`config.mk`:
```
export PLATFORM = sky130hd
export DESIGN_NAME = pulse_packet_arrival_timer_top_flat
export DESIGN_NICKNAME = d
export VERILOG_FILES = /design/src/rtl/ppat_pkg.sv /design/src/rtl/ppat_intf.sv /design/src/rtl/ppat_front.sv /design/src/rtl/ppat_queue.sv /design/src/rtl/ppat_div.sv /design/src/rtl/ppat_back.sv /design/src/rtl/pulse_packet_arrival_timer_top.sv /design/src/flat_wrapper.sv
export SDC_FILE = /design/constraint.sdc
export NUM_CORES = 2
export LEC_CHECK = 0
export BUFFER_PORTS_ARGS = -buffer_cell sky130_fd_sc_hd__buf_2
export CAP_MARGIN = 20
export CORE_ASPECT_RATIO = 0.75
export CORE_UTILIZATION = 37
export DETAILED_ROUTE_END_ITERATION = 12
export PLACE_DENSITY = 0.63
export SLEW_MARGIN = 20
export SYNTH_ARGS = -nofsm -noshare
export SYNTH_HDL_FRONTEND = slang
export SYNTH_SLANG_ARGS = --single-unit
```
`constraint.sdc`:
```
create_clock -name clock -period 17.8 [get_ports clock]
set_input_delay 1.78 -clock clock [delete_from_list [all_inputs] [get_ports clock]]
set_output_delay 1.78 -clock clock [all_outputs]
set_load 0.02 [all_outputs]
```
`src/rtl/ppat_pkg.sv`:
```
// Shared types and constants for the pulse packet arrival timer.
package ppat_pkg;

   // Fixed field widths
   localparam int TIME_W = 32;
   localparam int CHAN_W = 2;
   localparam int MASK_W = 4;
   localparam int SUM_W  = 39;

   // Defaults for the top-level parameters
   localparam int PULSES_DEF   = 24;
   localparam int CHANNELS_DEF = 4;

   // Blanking register reset and valid-center limit
   localparam logic [TIME_W-1:0] BLANK_RESET  = 32'd180000;
   localparam logic [TIME_W-1:0] CENTER_LIMIT = 32'h0FFF_FFFF;

   // Divider: quotient bits resolved per pipeline stage
   localparam int DIV_BITS   = 4;
   localparam int DIV_STAGES = TIME_W / DIV_BITS;

   // Depth of the queue between front and back
   localparam int QUEUE_DEPTH = 4;

   // Operation codes
   localparam logic OP_EDGE  = 1'b0;
   localparam logic OP_CLEAR = 1'b1;

   // Classified word handed from front to back
   typedef struct packed {
      logic              clear;
      logic              edge_ok;
      logic [CHAN_W-1:0] channel;
      logic [TIME_W-1:0] capture_time;
   } cmd_type;

   // Per-word control carried alongside the divider
   typedef struct packed {
      logic              clear;
      logic              accepted;
      logic              done;
      logic              edge_ok;
      logic [CHAN_W-1:0] channel;
      logic [MASK_W-1:0] ready_mask;
   } tag_type;

endpackage

```
`src/rtl/ppat_intf.sv`:
```
// Valid/ready channel interfaces for edge requests and results.
interface ppat_req_if;
   logic                         valid;
   logic                         ready;
   logic                         op;
   logic [ppat_pkg::CHAN_W-1:0]  channel;
   logic [ppat_pkg::TIME_W-1:0]  capture_time;

   modport source (output valid, op, channel, capture_time, input ready);
   modport sink   (input valid, op, channel, capture_time, output ready);
endinterface

interface ppat_rsp_if;
   logic                         valid;
   logic                         ready;
   logic                         accepted;
   logic                         packet_done;
   logic [ppat_pkg::TIME_W-1:0]  packet_center;
   logic [ppat_pkg::MASK_W-1:0]  ready_mask;
   logic [ppat_pkg::CHAN_W-1:0]  earliest_channel;
   logic                         earliest_valid;

   modport source (output valid, accepted, packet_done, packet_center, ready_mask,
                   earliest_channel, earliest_valid, input ready);
   modport sink   (input valid, accepted, packet_done, packet_center, ready_mask,
                   earliest_channel, earliest_valid, output ready);
endinterface

```
`src/rtl/ppat_front.sv`:
```
// Front end: takes request words and classifies them for the back end.
module ppat_front #(
   parameter int CHANNELS = ppat_pkg::CHANNELS_DEF
) (
   input  logic              clock,
   input  logic              reset,
   ppat_req_if.sink          req,
   output logic              push_valid,
   output ppat_pkg::cmd_type push_cmd,
   input  logic              push_ready
);
   import ppat_pkg::*;

   logic    valid_ff, valid_in;
   cmd_type cmd_ff, cmd_in;
   logic    take;

   // One-word holding stage; refills in the cycle it drains
   assign req.ready = !valid_ff || push_ready;
   assign take      = req.valid && req.ready;

   // Classify: clear, or an edge on an existing channel
   always_comb begin
      cmd_in              = cmd_ff;
      cmd_in.clear        = (req.op == OP_CLEAR);
      cmd_in.edge_ok      = (req.op == OP_EDGE) &&
                            ({{(TIME_W-CHAN_W){1'b0}}, req.channel} < TIME_W'(CHANNELS));
      cmd_in.channel      = req.channel;
      cmd_in.capture_time = req.capture_time;
   end

   always_comb begin
      valid_in = valid_ff;
      if (take) begin
         valid_in = 1'b1;
      end else if (push_ready) begin
         valid_in = 1'b0;
      end
   end

   always_ff @(posedge clock) begin
      if (reset) begin
         valid_ff <= 1'b0;
      end else begin
         valid_ff <= valid_in;
      end
   end

   always_ff @(posedge clock) begin
      if (take) begin
         cmd_ff <= cmd_in;
      end
   end

   assign push_valid = valid_ff;
   assign push_cmd   = cmd_ff;

endmodule

```
`src/rtl/ppat_queue.sv`:
```
// Short FIFO that decouples the front end from the back end.
module ppat_queue #(
   parameter int DEPTH = ppat_pkg::QUEUE_DEPTH
) (
   input  logic              clock,
   input  logic              reset,
   input  logic              push_valid,
   input  ppat_pkg::cmd_type push_cmd,
   output logic              push_ready,
   output logic              pop_valid,
   output ppat_pkg::cmd_type pop_cmd,
   input  logic              pop_ready
);
   import ppat_pkg::*;

   localparam int PTR_W = (DEPTH > 1) ? $clog2(DEPTH) : 1;
   localparam int CNT_W = $clog2(DEPTH + 1);

   cmd_type            store_ff [DEPTH];
   logic [PTR_W-1:0]   wr_ptr_ff, wr_ptr_in;
   logic [PTR_W-1:0]   rd_ptr_ff, rd_ptr_in;
   logic [CNT_W-1:0]   count_ff, count_in;
   logic               push, pop;

   assign push_ready = (count_ff != CNT_W'(DEPTH));
   assign pop_valid  = (count_ff != '0);
   assign push       = push_valid && push_ready;
   assign pop        = pop_valid && pop_ready;
   assign pop_cmd    = store_ff[rd_ptr_ff];

   // Pointer and fill bookkeeping
   always_comb begin
      wr_ptr_in = wr_ptr_ff;
      rd_ptr_in = rd_ptr_ff;
      count_in  = count_ff;
      if (push) begin
         wr_ptr_in = (wr_ptr_ff == PTR_W'(DEPTH - 1)) ? '0 : wr_ptr_ff + 1'b1;
      end
      if (pop) begin
         rd_ptr_in = (rd_ptr_ff == PTR_W'(DEPTH - 1)) ? '0 : rd_ptr_ff + 1'b1;
      end
      if (push && !pop) begin
         count_in = count_ff + 1'b1;
      end else if (pop && !push) begin
         count_in = count_ff - 1'b1;
      end
   end

   always_ff @(posedge clock) begin
      if (reset) begin
         wr_ptr_ff <= '0;
         rd_ptr_ff <= '0;
         count_ff  <= '0;
      end else begin
         wr_ptr_ff <= wr_ptr_in;
         rd_ptr_ff <= rd_ptr_in;
         count_ff  <= count_in;
      end
   end

   always_ff @(posedge clock) begin
      if (push) begin
         store_ff[wr_ptr_ff] <= push_cmd;
      end
   end

endmodule

```
`src/rtl/ppat_div.sv`:
```
// Pipelined restoring divider: edge sum over the edge count, 4 quotient bits per stage.
module ppat_div #(
   parameter int EDGES = 2 * ppat_pkg::PULSES_DEF
) (
   input  logic                        clock,
   input  logic                        reset,
   input  logic                        enable,
   input  logic                        in_valid,
   input  logic [ppat_pkg::SUM_W-1:0]  in_sum,
   input  ppat_pkg::tag_type           in_tag,
   output logic                        out_valid,
   output logic [ppat_pkg::TIME_W-1:0] out_quot,
   output ppat_pkg::tag_type           out_tag
);
   import ppat_pkg::*;

   localparam int REM_W = $clog2(EDGES + 1);

   // Partial remainder stays below EDGES; the low word shifts quotient bits in
   logic              valid_ff [DIV_STAGES];
   tag_type           tag_ff   [DIV_STAGES];
   logic [REM_W-1:0]  rem_ff   [DIV_STAGES];
   logic [REM_W-1:0]  rem_in   [DIV_STAGES];
   logic [TIME_W-1:0] work_ff  [DIV_STAGES];
   logic [TIME_W-1:0] work_in  [DIV_STAGES];
   logic              src_valid [DIV_STAGES];
   tag_type           src_tag   [DIV_STAGES];
   logic [REM_W-1:0]  src_rem   [DIV_STAGES];
   logic [TIME_W-1:0] src_work  [DIV_STAGES];

   for (genvar s = 0; s < DIV_STAGES; s++) begin : g_stage
      // Stage input: the sum's top bits start the remainder (sum < EDGES * 2^32)
      if (s == 0) begin : g_first
         assign src_valid[s] = in_valid;
         assign src_tag[s]   = in_tag;
         assign src_rem[s]   = REM_W'(in_sum >> TIME_W);
         assign src_work[s]  = in_sum[TIME_W-1:0];
      end else begin : g_next
         assign src_valid[s] = valid_ff[s-1];
         assign src_tag[s]   = tag_ff[s-1];
         assign src_rem[s]   = rem_ff[s-1];
         assign src_work[s]  = work_ff[s-1];
      end

      // Shift-subtract steps of this stage
      always_comb begin
         logic [REM_W:0]    trial;
         logic [REM_W-1:0]  rem;
         logic [TIME_W-1:0] work;
         rem  = src_rem[s];
         work = src_work[s];
         for (int b = 0; b < DIV_BITS; b++) begin
            trial = {rem, work[TIME_W-1]};
            if (trial >= (REM_W+1)'(EDGES)) begin
               rem  = REM_W'(trial - (REM_W+1)'(EDGES));
               work = {work[TIME_W-2:0], 1'b1};
            end else begin
               rem  = trial[REM_W-1:0];
               work = {work[TIME_W-2:0], 1'b0};
            end
         end
         rem_in[s]  = rem;
         work_in[s] = work;
      end

      always_ff @(posedge clock) begin
         if (reset) begin
            valid_ff[s] <= 1'b0;
         end else if (enable) begin
            valid_ff[s] <= src_valid[s];
         end
      end

      always_ff @(posedge clock) begin
         if (enable) begin
            tag_ff[s]  <= src_tag[s];
            rem_ff[s]  <= rem_in[s];
            work_ff[s] <= work_in[s];
         end
      end
   end

   assign out_valid = valid_ff[DIV_STAGES-1];
   assign out_tag   = tag_ff[DIV_STAGES-1];
   assign out_quot  = work_ff[DIV_STAGES-1];

endmodule

```
`src/rtl/ppat_back.sv`:
```
// Back end: per-channel packet state, center divide, earliest tracking and result register.
module ppat_back #(
   parameter int PULSES   = ppat_pkg::PULSES_DEF,
   parameter int CHANNELS = ppat_pkg::CHANNELS_DEF
) (
   input  logic                        clock,
   input  logic                        reset,
   input  logic                        pop_valid,
   input  ppat_pkg::cmd_type           pop_cmd,
   output logic                        pop_ready,
   input  logic [ppat_pkg::TIME_W-1:0] blank_ticks,
   ppat_rsp_if.source                  rsp
);
   import ppat_pkg::*;

   localparam int EDGES = 2 * PULSES;
   localparam int CNT_W = $clog2(EDGES + 1);
   localparam int CH_W  = $clog2(CHANNELS);
   localparam int CLR_W = $clog2(DIV_STAGES + 2);

   // Per-channel state
   logic [CNT_W-1:0]  count_ff  [CHANNELS];
   logic [CNT_W-1:0]  count_in  [CHANNELS];
   logic [SUM_W-1:0]  sum_ff    [CHANNELS];
   logic [SUM_W-1:0]  sum_in    [CHANNELS];
   logic [TIME_W-1:0] center_ff [CHANNELS];
   logic [TIME_W-1:0] center_in [CHANNELS];
   logic [TIME_W-1:0] blank_ff  [CHANNELS];
   logic [TIME_W-1:0] blank_in  [CHANNELS];

   // Earliest-center tracking
   logic              best_valid_ff, best_valid_in;
   logic [CH_W-1:0]   best_ch_ff, best_ch_in;
   logic [TIME_W-1:0] best_val_ff, best_val_in;

   // Clears between the update stage and the result register
   logic [CLR_W-1:0]  clr_cnt_ff, clr_cnt_in;

   // Update stage
   logic              b1_valid_ff;
   tag_type           b1_tag_ff, b1_tag_in;
   logic [SUM_W-1:0]  b1_sum_ff;

   // Divider output
   logic              dv;
   logic [TIME_W-1:0] dq;
   tag_type           dtag;

   // Result register
   logic              rsp_valid_ff;
   logic              rsp_acc_ff, rsp_done_ff, rsp_evalid_ff;
   logic [TIME_W-1:0] rsp_center_ff, rsp_center_in;
   logic [MASK_W-1:0] rsp_mask_ff;
   logic [CHAN_W-1:0] rsp_ech_ff;

   logic              adv, pop, pop_clear, take, done, fin;
   logic [CH_W-1:0]   idx, fidx;
   logic [CNT_W-1:0]  cnt_next;
   logic [SUM_W-1:0]  sum_next;
   logic [MASK_W-1:0] full_mask;
   logic              new_best;

   // The whole back pipeline moves when the result register can take a word
   assign adv       = !rsp_valid_ff || rsp.ready;
   assign pop_ready = adv;
   assign pop       = pop_valid && adv;
   assign pop_clear = pop && pop_cmd.clear;

   // Edge check: packet incomplete and time past the blanking end
   assign idx      = CH_W'(pop_cmd.channel);
   assign cnt_next = count_ff[idx] + 1'b1;
   assign sum_next = sum_ff[idx] + SUM_W'(pop_cmd.capture_time);
   assign take     = pop && pop_cmd.edge_ok && (count_ff[idx] < CNT_W'(EDGES)) &&
                     (pop_cmd.capture_time > blank_ff[idx]);
   assign done     = take && (cnt_next == CNT_W'(EDGES));

   // Ready bits after this word
   for (genvar i = 0; i < MASK_W; i++) begin : g_mask
      if (i < CHANNELS) begin : g_live
         assign full_mask[i] = (count_ff[i] == CNT_W'(EDGES)) || (done && idx == CH_W'(i));
      end else begin : g_none
         assign full_mask[i] = 1'b0;
      end
   end

   always_comb begin
      b1_tag_in            = b1_tag_ff;
      b1_tag_in.clear      = pop_cmd.clear;
      b1_tag_in.accepted   = take;
      b1_tag_in.done       = done;
      b1_tag_in.edge_ok    = pop_cmd.edge_ok;
      b1_tag_in.channel    = pop_cmd.channel;
      b1_tag_in.ready_mask = pop_cmd.clear ? '0 : full_mask;
   end

   // Count and sum update, one channel a word; a clear zeroes every channel
   always_comb begin
      count_in = count_ff;
      sum_in   = sum_ff;
      if (pop_clear) begin
         for (int c = 0; c < CHANNELS; c++) begin
            count_in[c] = '0;
            sum_in[c]   = '0;
         end
      end else if (take) begin
         count_in[idx] = cnt_next;
         sum_in[idx]   = sum_next;
      end
   end

   always_ff @(posedge clock) begin
      if (reset) begin
         for (int c = 0; c < CHANNELS; c++) begin
            count_ff[c] <= '0;
            sum_ff[c]   <= '0;
         end
         b1_valid_ff <= 1'b0;
      end else begin
         count_ff <= count_in;
         sum_ff   <= sum_in;
         if (adv) begin
            b1_valid_ff <= pop;
         end
      end
   end

   always_ff @(posedge clock) begin
      if (adv) begin
         b1_tag_ff <= b1_tag_in;
         b1_sum_ff <= sum_next;
      end
   end

   ppat_div #(
      .EDGES (EDGES)
   ) u_div (
      .clock     (clock),
      .reset     (reset),
      .enable    (adv),
      .in_valid  (b1_valid_ff),
      .in_sum    (b1_sum_ff),
      .in_tag    (b1_tag_ff),
      .out_valid (dv),
      .out_quot  (dq),
      .out_tag   (dtag)
   );

   assign fin  = adv && dv;
   assign fidx = CH_W'(dtag.channel);

   // Clears in flight; a completion ahead of one must not leave a blanking end
   always_comb begin
      clr_cnt_in = clr_cnt_ff;
      if (pop_clear && !(fin && dtag.clear)) begin
         clr_cnt_in = clr_cnt_ff + 1'b1;
      end else if (!pop_clear && fin && dtag.clear) begin
         clr_cnt_in = clr_cnt_ff - 1'b1;
      end
   end

   // Blanking ends: zeroed on a taken clear, set when a packet lands and no clear is in flight
   always_comb begin
      blank_in = blank_ff;
      if (pop_clear) begin
         for (int c = 0; c < CHANNELS; c++) begin
            blank_in[c] = '0;
         end
      end else if (fin && dtag.done && clr_cnt_ff == '0) begin
         blank_in[fidx] = dq + blank_ticks;
      end
   end

   // Centers and the earliest one
   assign new_best = (dq != '0) && (dq < CENTER_LIMIT) &&
                     (!best_valid_ff || dq < best_val_ff ||
                      (dq == best_val_ff && fidx < best_ch_ff));

   always_comb begin
      center_in     = center_ff;
      best_valid_in = best_valid_ff;
      best_ch_in    = best_ch_ff;
      best_val_in   = best_val_ff;
      if (fin && dtag.clear) begin
         for (int c = 0; c < CHANNELS; c++) begin
            center_in[c] = '0;
         end
         best_valid_in = 1'b0;
         best_ch_in    = '0;
         best_val_in   = '0;
      end else if (fin && dtag.done) begin
         center_in[fidx] = dq;
         if (new_best) begin
            best_valid_in = 1'b1;
            best_ch_in    = fidx;
            best_val_in   = dq;
         end
      end
   end

   assign rsp_center_in = dtag.edge_ok ? center_in[fidx] : '0;

   always_ff @(posedge clock) begin
      if (reset) begin
         for (int c = 0; c < CHANNELS; c++) begin
            center_ff[c] <= '0;
            blank_ff[c]  <= '0;
         end
         best_valid_ff <= 1'b0;
         best_ch_ff    <= '0;
         best_val_ff   <= '0;
         clr_cnt_ff    <= '0;
         rsp_valid_ff  <= 1'b0;
      end else begin
         center_ff     <= center_in;
         blank_ff      <= blank_in;
         best_valid_ff <= best_valid_in;
         best_ch_ff    <= best_ch_in;
         best_val_ff   <= best_val_in;
         clr_cnt_ff    <= clr_cnt_in;
         if (adv) begin
            rsp_valid_ff <= dv;
         end
      end
   end

   // Result word
   always_ff @(posedge clock) begin
      if (fin) begin
         rsp_acc_ff    <= dtag.accepted;
         rsp_done_ff   <= dtag.done;
         rsp_center_ff <= rsp_center_in;
         rsp_mask_ff   <= dtag.ready_mask;
         rsp_ech_ff    <= CHAN_W'(best_ch_in);
         rsp_evalid_ff <= best_valid_in;
      end
   end

   assign rsp.valid            = rsp_valid_ff;
   assign rsp.accepted         = rsp_acc_ff;
   assign rsp.packet_done      = rsp_done_ff;
   assign rsp.packet_center    = rsp_center_ff;
   assign rsp.ready_mask       = rsp_mask_ff;
   assign rsp.earliest_channel = rsp_ech_ff;
   assign rsp.earliest_valid   = rsp_evalid_ff;

endmodule

```
`src/rtl/pulse_packet_arrival_timer_top.sv`:
```
// Top level of the pulse packet arrival timer.
// Takes one edge or clear word per cycle and returns one result word for each,
// in order. Sustained rate is one word per cycle while the result side keeps
// up; the per-channel count/sum update is written back as the word is taken,
// so the next word sees it. A request passes the front register, the queue,
// the update stage, the center divider stages (4 quotient bits a stage) and
// the result register, in that order. The blanking register may be written
// only while no word is in flight. No clearing pass after reset.
module pulse_packet_arrival_timer_top #(
   parameter int PULSES   = ppat_pkg::PULSES_DEF,
   parameter int CHANNELS = ppat_pkg::CHANNELS_DEF
) (
   input  logic                        clock,
   input  logic                        reset,
   ppat_req_if.sink                    req,
   ppat_rsp_if.source                  rsp,
   input  logic                        csr_wr_en,
   input  logic [ppat_pkg::TIME_W-1:0] csr_wr_data
);
   import ppat_pkg::*;

   logic [TIME_W-1:0] blank_ticks_ff;
   logic              push_valid, push_ready;
   cmd_type           push_cmd;
   logic              pop_valid, pop_ready;
   cmd_type           pop_cmd;

   // Blanking ticks register
   always_ff @(posedge clock) begin
      if (reset) begin
         blank_ticks_ff <= BLANK_RESET;
      end else if (csr_wr_en) begin
         blank_ticks_ff <= csr_wr_data;
      end
   end

   ppat_front #(
      .CHANNELS (CHANNELS)
   ) u_front (
      .clock      (clock),
      .reset      (reset),
      .req        (req),
      .push_valid (push_valid),
      .push_cmd   (push_cmd),
      .push_ready (push_ready)
   );

   ppat_queue #(
      .DEPTH (QUEUE_DEPTH)
   ) u_queue (
      .clock      (clock),
      .reset      (reset),
      .push_valid (push_valid),
      .push_cmd   (push_cmd),
      .push_ready (push_ready),
      .pop_valid  (pop_valid),
      .pop_cmd    (pop_cmd),
      .pop_ready  (pop_ready)
   );

   ppat_back #(
      .PULSES   (PULSES),
      .CHANNELS (CHANNELS)
   ) u_back (
      .clock       (clock),
      .reset       (reset),
      .pop_valid   (pop_valid),
      .pop_cmd     (pop_cmd),
      .pop_ready   (pop_ready),
      .blank_ticks (blank_ticks_ff),
      .rsp         (rsp)
   );

endmodule
```
`src/flat_wrapper.sv`:
```
// flat-port wrapper written by rule: the top's interface ports become plain ports
module pulse_packet_arrival_timer_top_flat import ppat_pkg::*;
#(
   parameter int PULSES   = ppat_pkg::PULSES_DEF,
   parameter int CHANNELS = ppat_pkg::CHANNELS_DEF
)
  (clock, reset, csr_wr_en, csr_wr_data, req_valid, req_op, req_channel, req_capture_time, req_ready, rsp_valid, rsp_accepted, rsp_packet_done, rsp_packet_center, rsp_ready_mask, rsp_earliest_channel, rsp_earliest_valid, rsp_ready);
  ppat_req_if req_i ();
  ppat_rsp_if rsp_i ();
  input  logic clock;
  input  logic reset;
  input  logic csr_wr_en;
  input  logic [ppat_pkg::TIME_W-1:0] csr_wr_data;
  input wire logic [$bits(req_i.valid)-1:0] req_valid;
  input wire logic [$bits(req_i.op)-1:0] req_op;
  input wire logic [$bits(req_i.channel)-1:0] req_channel;
  input wire logic [$bits(req_i.capture_time)-1:0] req_capture_time;
  output wire logic [$bits(req_i.ready)-1:0] req_ready;
  output wire logic [$bits(rsp_i.valid)-1:0] rsp_valid;
  output wire logic [$bits(rsp_i.accepted)-1:0] rsp_accepted;
  output wire logic [$bits(rsp_i.packet_done)-1:0] rsp_packet_done;
  output wire logic [$bits(rsp_i.packet_center)-1:0] rsp_packet_center;
  output wire logic [$bits(rsp_i.ready_mask)-1:0] rsp_ready_mask;
  output wire logic [$bits(rsp_i.earliest_channel)-1:0] rsp_earliest_channel;
  output wire logic [$bits(rsp_i.earliest_valid)-1:0] rsp_earliest_valid;
  input wire logic [$bits(rsp_i.ready)-1:0] rsp_ready;
  assign req_i.valid = req_valid;
  assign req_i.op = req_op;
  assign req_i.channel = req_channel;
  assign req_i.capture_time = req_capture_time;
  assign req_ready = req_i.ready;
  assign rsp_valid = rsp_i.valid;
  assign rsp_accepted = rsp_i.accepted;
  assign rsp_packet_done = rsp_i.packet_done;
  assign rsp_packet_center = rsp_i.packet_center;
  assign rsp_ready_mask = rsp_i.ready_mask;
  assign rsp_earliest_channel = rsp_i.earliest_channel;
  assign rsp_earliest_valid = rsp_i.earliest_valid;
  assign rsp_i.ready = rsp_ready;
  pulse_packet_arrival_timer_top #(.PULSES(PULSES), .CHANNELS(CHANNELS)) u_core (.clock(clock), .reset(reset), .req(req_i), .rsp(rsp_i), .csr_wr_en(csr_wr_en), .csr_wr_data(csr_wr_data));
endmodule
```
# After elaboration in Yosys (flattened, before gate mapping)
# Memory sizes are Yosys's and may differ from the RTL's. A register that Yosys moved wholly into a read port is not among the register bits.
# Cells that the tools add are included.
[totals]
mem_count = 5
latchBits = 0
mem_bits_rw = 536
ff_bits = 642
output_inout_bits = 43
rom_bits = 0
[memory_table]
columns = ["memory", "depth", "word_bits", "read_ports", "rd_ports_with_merged_regs", "write_ports", "line_no", "source"]
rows = [
  ["u_core.u_back.u_div.work_ff", 8, 32, 8, 0, 8, "ppat_div.sv:24", "logic [TIME_W-1:0] work_ff [DIV_STAGES];"],
  ["u_core.u_queue.store_ff", 4, 36, 1, 1, 1, "ppat_queue.sv:19", "cmd_type store_ff [DEPTH];"],
  ["u_core.u_back.u_div.tag_ff", 8, 10, 8, 0, 8, "ppat_div.sv:21", "tag_type tag_ff [DIV_STAGES];"],
  ["u_core.u_back.u_div.rem_ff", 8, 6, 7, 0, 8, "ppat_div.sv:22", "logic [REM_W-1:0] rem_ff [DIV_STAGES];"],
  ["u_core.u_back.u_div.valid_ff", 8, 1, 8, 0, 8, "ppat_div.sv:20", "logic valid_ff [DIV_STAGES];"],
]
[op_classes]
shifts = 0
div_mod_pow = 0
order_cmp = 41
n_eq_ne = 12
add_sub_neg = 41
muxes = 120
multipliers = 0
n_reduce_logical = 51
n_bitwise = 11
[ops]
columns = ["cell", "count"]
rows = [
  ["$bwmux 128", 2],
  ["$mux 128", 2],
  ["$ge 7x6->1 const B", 32],
  ["$mux 6", 35],
  ["$sub 6x6->6 const B", 32],
  ["$mux 32", 5],
  ["$bwmux 156", 1],
  ["$bmux 32 s2", 2],
  ["$mux 39", 3],
  ["$bmux 39 s2", 1],
  ["$demux 39 s2", 1],
  ["$demux 32 s2", 1],
  ["$mux 1", 53],
  ["$add 39x32->39", 1],
  ["$add 32x32->32", 1],
  ["$eq 32x32->1", 1],
  ["$gt 32x32->1", 1],
  ["$lt 32x28->1 const B", 1],
  ["$lt 32x32->1", 1],
  ["$reduce_bool 32->1", 1],
  ["$eq 6x6->1 const B", 5],
  ["$logic_and 1x1->1", 26],
  ["$bwmux 24", 1],
  ["$mux 2", 7],
  ["28 further kinds", 60],
]

# Longest topological paths before layout
[depth]
word_depth = 11
depth_mapped = 22
depth_no_buf = 17

# Hierarchy
# A second synthesis with hierarchy kept.
[hier_totals]
cells_unflattened = 4221
hier_area_um2 = 49100.8
[by_module_without_submodules]
columns = ["mod", "instances", "cells_each", "seq_area_each_um2", "area_each_um2"]
rows = [
  ["ppat_back", 1, 3109, 12251.8, 27792.9],
  ["ppat_div", 1, 731, 10960.5, 13327.8],
  ["ppat_queue", 1, 236, 4504.3, 5662.9],
  ["pulse_packet_arrival_timer_top", 1, 103, 640.6, 1177.4],
  ["ppat_front", 1, 42, 1101.1, 1139.8],
]

# Least setup slack after synthesis
# No wires, ideal clock.
[synth_timing]
kind = "in2reg"
startpoint = "in rsp_ready"
endpoint = "reg u_core.u_back.blank_ff[113] (netlist name)"
arrival_time_ns = 12.841
setup_ns = 0.062
setup_slack_ns = 4.897
stages = 10
path_cell_list = "nor2b_1 > inv_1 > and2_1 > nand2_1 > or3_1 > clkbuf_1 > nor2_1 > nand2_1 > or3_1 > nand3_1"
[synth_via]
elab_chain_cells = 4
elab_cells_between_ends = 7
classes_between = "7 x reduce/logical"
[synth_rtl]
columns = ["element", "line_no", "source"]
rows = [
  ["from (decl)", "flat_wrapper.sv:26", "input wire logic [$bits(rsp_i.ready)-1:0] rsp_ready;"],
  ["$logic_or 1x1->1", "ppat_back.sv:64", "assign adv = !rsp_valid_ff || rsp.ready;"],
  ["net u_core.pop_ready", "pulse_packet_arrival_timer_top.sv:25", "logic pop_valid, pop_ready;"],
  ["$logic_and 1x1->1", "ppat_back.sv:148", "assign fin = adv && dv;"],
  ["net u_core.u_back.fin", "ppat_back.sv:56", "logic adv, pop, pop_clear, take, done, fin;"],
  ["$logic_and 1x1->1 (2 in series)", "ppat_back.sv:168", "end else if (fin && dtag.done && clr_cnt_ff == '0) begin"],
  ["to (signal assigned)", "ppat_back.sv:215", "blank_ff <= blank_in;"],
  ["to (decl)", "ppat_back.sv:28", "logic [TIME_W-1:0] blank_ff [CHANNELS];"],
]
# The timed path passes the listed nets, and every way through them passes these cells.
# A chain may end at the register's enable or synchronous reset.

==> flow_summary.toml <==
[yosys]
synth-xor-area-share_pct = 1.37
async_reset_ff_share_pct = 0
yosysWarnings = 0
synth_compound_area_share_pct = 10.7
synth.largest_area_cell = "edfxtp_1"
synth_top_family_by_area = "simple AND/OR/NAND/NOR gates"
syn_avg_cell_area_um2 = 11.4
ys_seq_area_share_pct = 60.3
yosys.area_share.simple_pct = 12.4
synth_fa_ha_area_share_pct = 4.17
synth_edf_count = 623
synth_mux_area_share_pct = 7.67
postSynthCellCount = 4232
synth_nets = 4457
synth_ff_type = "edfxtp_1"
synth_area_mm2 = 0.0481
synth_top_area_share_pct = 38.9
ys_seq_elements = 1138
ys_types = 77
synth_area_leaders = "edfxtp_1 (39%), dfxtp_1 (21%), nand2_1 (7.0%), mux4_2 (6.4%), a21oi_1 (5.3%)"

[power]
clockPowerShare_pct = 27.4
ir_drop_mv = 0.104
power_switching_uw = 2950
powerDensity_mw_per_mm2 = 158
p_int_uw = 5540
p_leak_uw = 0.0190
p_comb_share_pct = 27.9
switching_share_pct = 34.7
seq_power_share_pct = 44.6

[clocking]
numCtsBuffers = 105
hold_buffers = 0
tritoncts = "yes"
cts-root-buf = "clkbuf_16"
postCtsSetupBuffers = 0
clkTransAtPathRegs_ps = 70
cts_resized = 0
clk_latency_ps = 720
clockBufferDepth = 3
clock-sinks = 1138
cts_htree_levels = 3

[final_layout]
fillerInstances = 12000
nets = 4473
layout_common_cells = "nand2_1 (903), edfxtp_1 (623), a21oi_1 (513), dfxtp_1 (513), nor2_1 (200)"
final_common_cell = "nand2_1"
register_area_mm2 = 0.0290
final_core_util_pct = 41.7
stdcell_count = 6088
multiInputGateArea_mm2 = 0.0176
drive_gt1_share_pct = 12.2
area_delta_synth_final_pct = 11.9

[global_routing]
grt_remaining_overflow = 0
grt_pass1_vias = 30500
antenna_found_initial = 3
grt_first_pass_wirelength_mm = 182
grt.total_usage_pct = 17.8
grt_max_degree = 183

[die]
rows = 114
num_io_pins = 115
core_area_mm2 = 0.129
chipHeight_um = 314
start_util_pct = 37.3
die_area_mm2 = 0.131
die_w_um = 418

[setup_path]
criticalPathCategory = "register to register"
cp-start-kind = "register"
required_ps = 18260
cp.arrival_ps = 7270
slowest_stage = "buf_4"
max_stage_delay_ps = 890
critPathBufInv = 5
cp_max_fo = 48
worstPathCellList = "buf_4 > mux2i_1 > nand2_1 > o21ai_4 > inv_4 > buf_4 > mux4_2 > ha_1 > inv_1 > fa_1 > nand2b_1 > a211oi_1 > o31ai_1 > a221oi_1 > a221o_1 > a21oi_1 > nor2_1 > xnor2_1 > inv_1"
critPathTopFamily = "buffers and inverters"
end_kind = "register"

[sta]
final.setup.tns_ps = 0
layout_min_cycle_time_ps = 6810
worst_slew_pin_slew_ps = 1100
clock_skew_ps = 32.7
finalHoldViolCount = 0
slew_headroom_pct = 26.1
slew_violations = 0
setup_viol = 0
rsz0062_at_grt = "no"
min_period_over_period_pct = 38.3
fmax_mhz = 147

[run]
drv_cap = 0

[placed_design]
dpl.cell_count = 5879
dp_hpwl_mm = 75.8
port_buffers = 114
place.gp.congestion = 0.885

[route]
postRouteAntennaNets = 0
first_iter_violations = 3237
drcViolationCount = 2
wirelength_mm = 118
post_drt_wl_per_cell_um = 19.3
vias_per_cell = 5.27
vias = 32100
drt-pass1-iter-count = 10

[run_status]
violations = "DRC"
status = "finished, violations left"

[worst_hold_path]
hold_path.class = "register to register"
hp-start = "u_core.u_back.u_div.tag_ff[1][27]$_DFFE_PN_"
## registers in the layout, summed over array words and instances (netlist names), 34 cells and up, named ones only
signal                       cells
u_core.u_back.b1_sum_ff         34
u_core.u_back.blank_ff         128
u_core.u_back.center_ff        128
u_core.u_back.sum_ff           152
u_core.u_back.u_div.rem_ff      42
u_core.u_back.u_div.tag_ff      80
u_core.u_back.u_div.work_ff    228
u_core.u_front.push_cmd         36
u_core.u_queue.store_ff        144
## stage by stage
stage / area (µm²) / total power [µW] / hold WS [ps] / worst slack [ps]
2_1_floorplan: 48100 / 5350 / 400 / 4900
3_3_place_gp: 50200 / 6130 / 401 / 11030
3_5_place_dp: 50200 / 6190 / 405 / 10960
4_1_cts: 53800 / 8530 / 393 / 10900
5_1_grt: 53800 / 8930 / 411 / 10390
6_report: 53800 / 8500 / 398 / 10990
## area by class of cell
cell class / instances / area share [%]
Antenna cell: 7 / 0.0325
Timing Repair Buffer: 168 / 1.90
Multi-Input combinational cell: 2721 / 32.6
Tap cell: 1740 / 4.04
Inverter: 114 / 0.814
Sequential cell: 1138 / 53.9
Clock inverter: 60 / 1.24
Clock buffer: 140 / 5.41
## cells by family after synthesis
kind of cell	Yosys count
AOI/OAI and AO/OA	880
adders and majority gates	159
DFF	1138
muxes	197
xor gates and xnor gates	75
buffers and inverters	373
and+or+nand+nor	1410
## power by group through the flow
stage	registers [µW]	logic, µW	clock network (µW)
floorplan	3590	1770	0
CTS	3790	2360	2380
global placement	3820	2310	0
global route	3840	2600	2490
detailed placement	3840	2350	0
finish	3790	2370	2330
## routing by layer
metal	track usage (%)	wire length (µm)	vias to the layer above
met2	26.7	52000	1035
li1	-	-	15200
met3	3.68	8630	167
met5	0	0	-
met1	25.8	54600	15700
met4	4.97	2470	0
## path summary, 6_finish.rpt
path / endpoint / slack, ps / cells past startpoint
worst max-delay path: u_core.u_back.b1_sum_ff[36]$_DFFE_PN_ / 10990 / 19
worst min-delay path: u_core.u_back.u_div.tag_ff[1][37]$_DFFE_PN_ / 400 / 0
worst max register to register: u_core.u_back.b1_sum_ff[36]$_DFFE_PN_ / 10990 / 19
worst min register to register: u_core.u_back.u_div.tag_ff[1][37]$_DFFE_PN_ / 400 / 0
## cells in the mapped netlist, types with 49 or more instances
library cell / number
nand3_1: 72
ha_1: 149
a21oi_1: 513
nand2_1: 903
mux2i_1: 52
xnor2_1: 49
mux4_2: 136
nor2_1: 205
a211oi_1: 49
edfxtp_1: 623
dfxtp_1: 515
o21ai_0: 117
inv_1: 113
clkbuf_1: 173
Note: power is estimated with default switching activity, not from simulation.
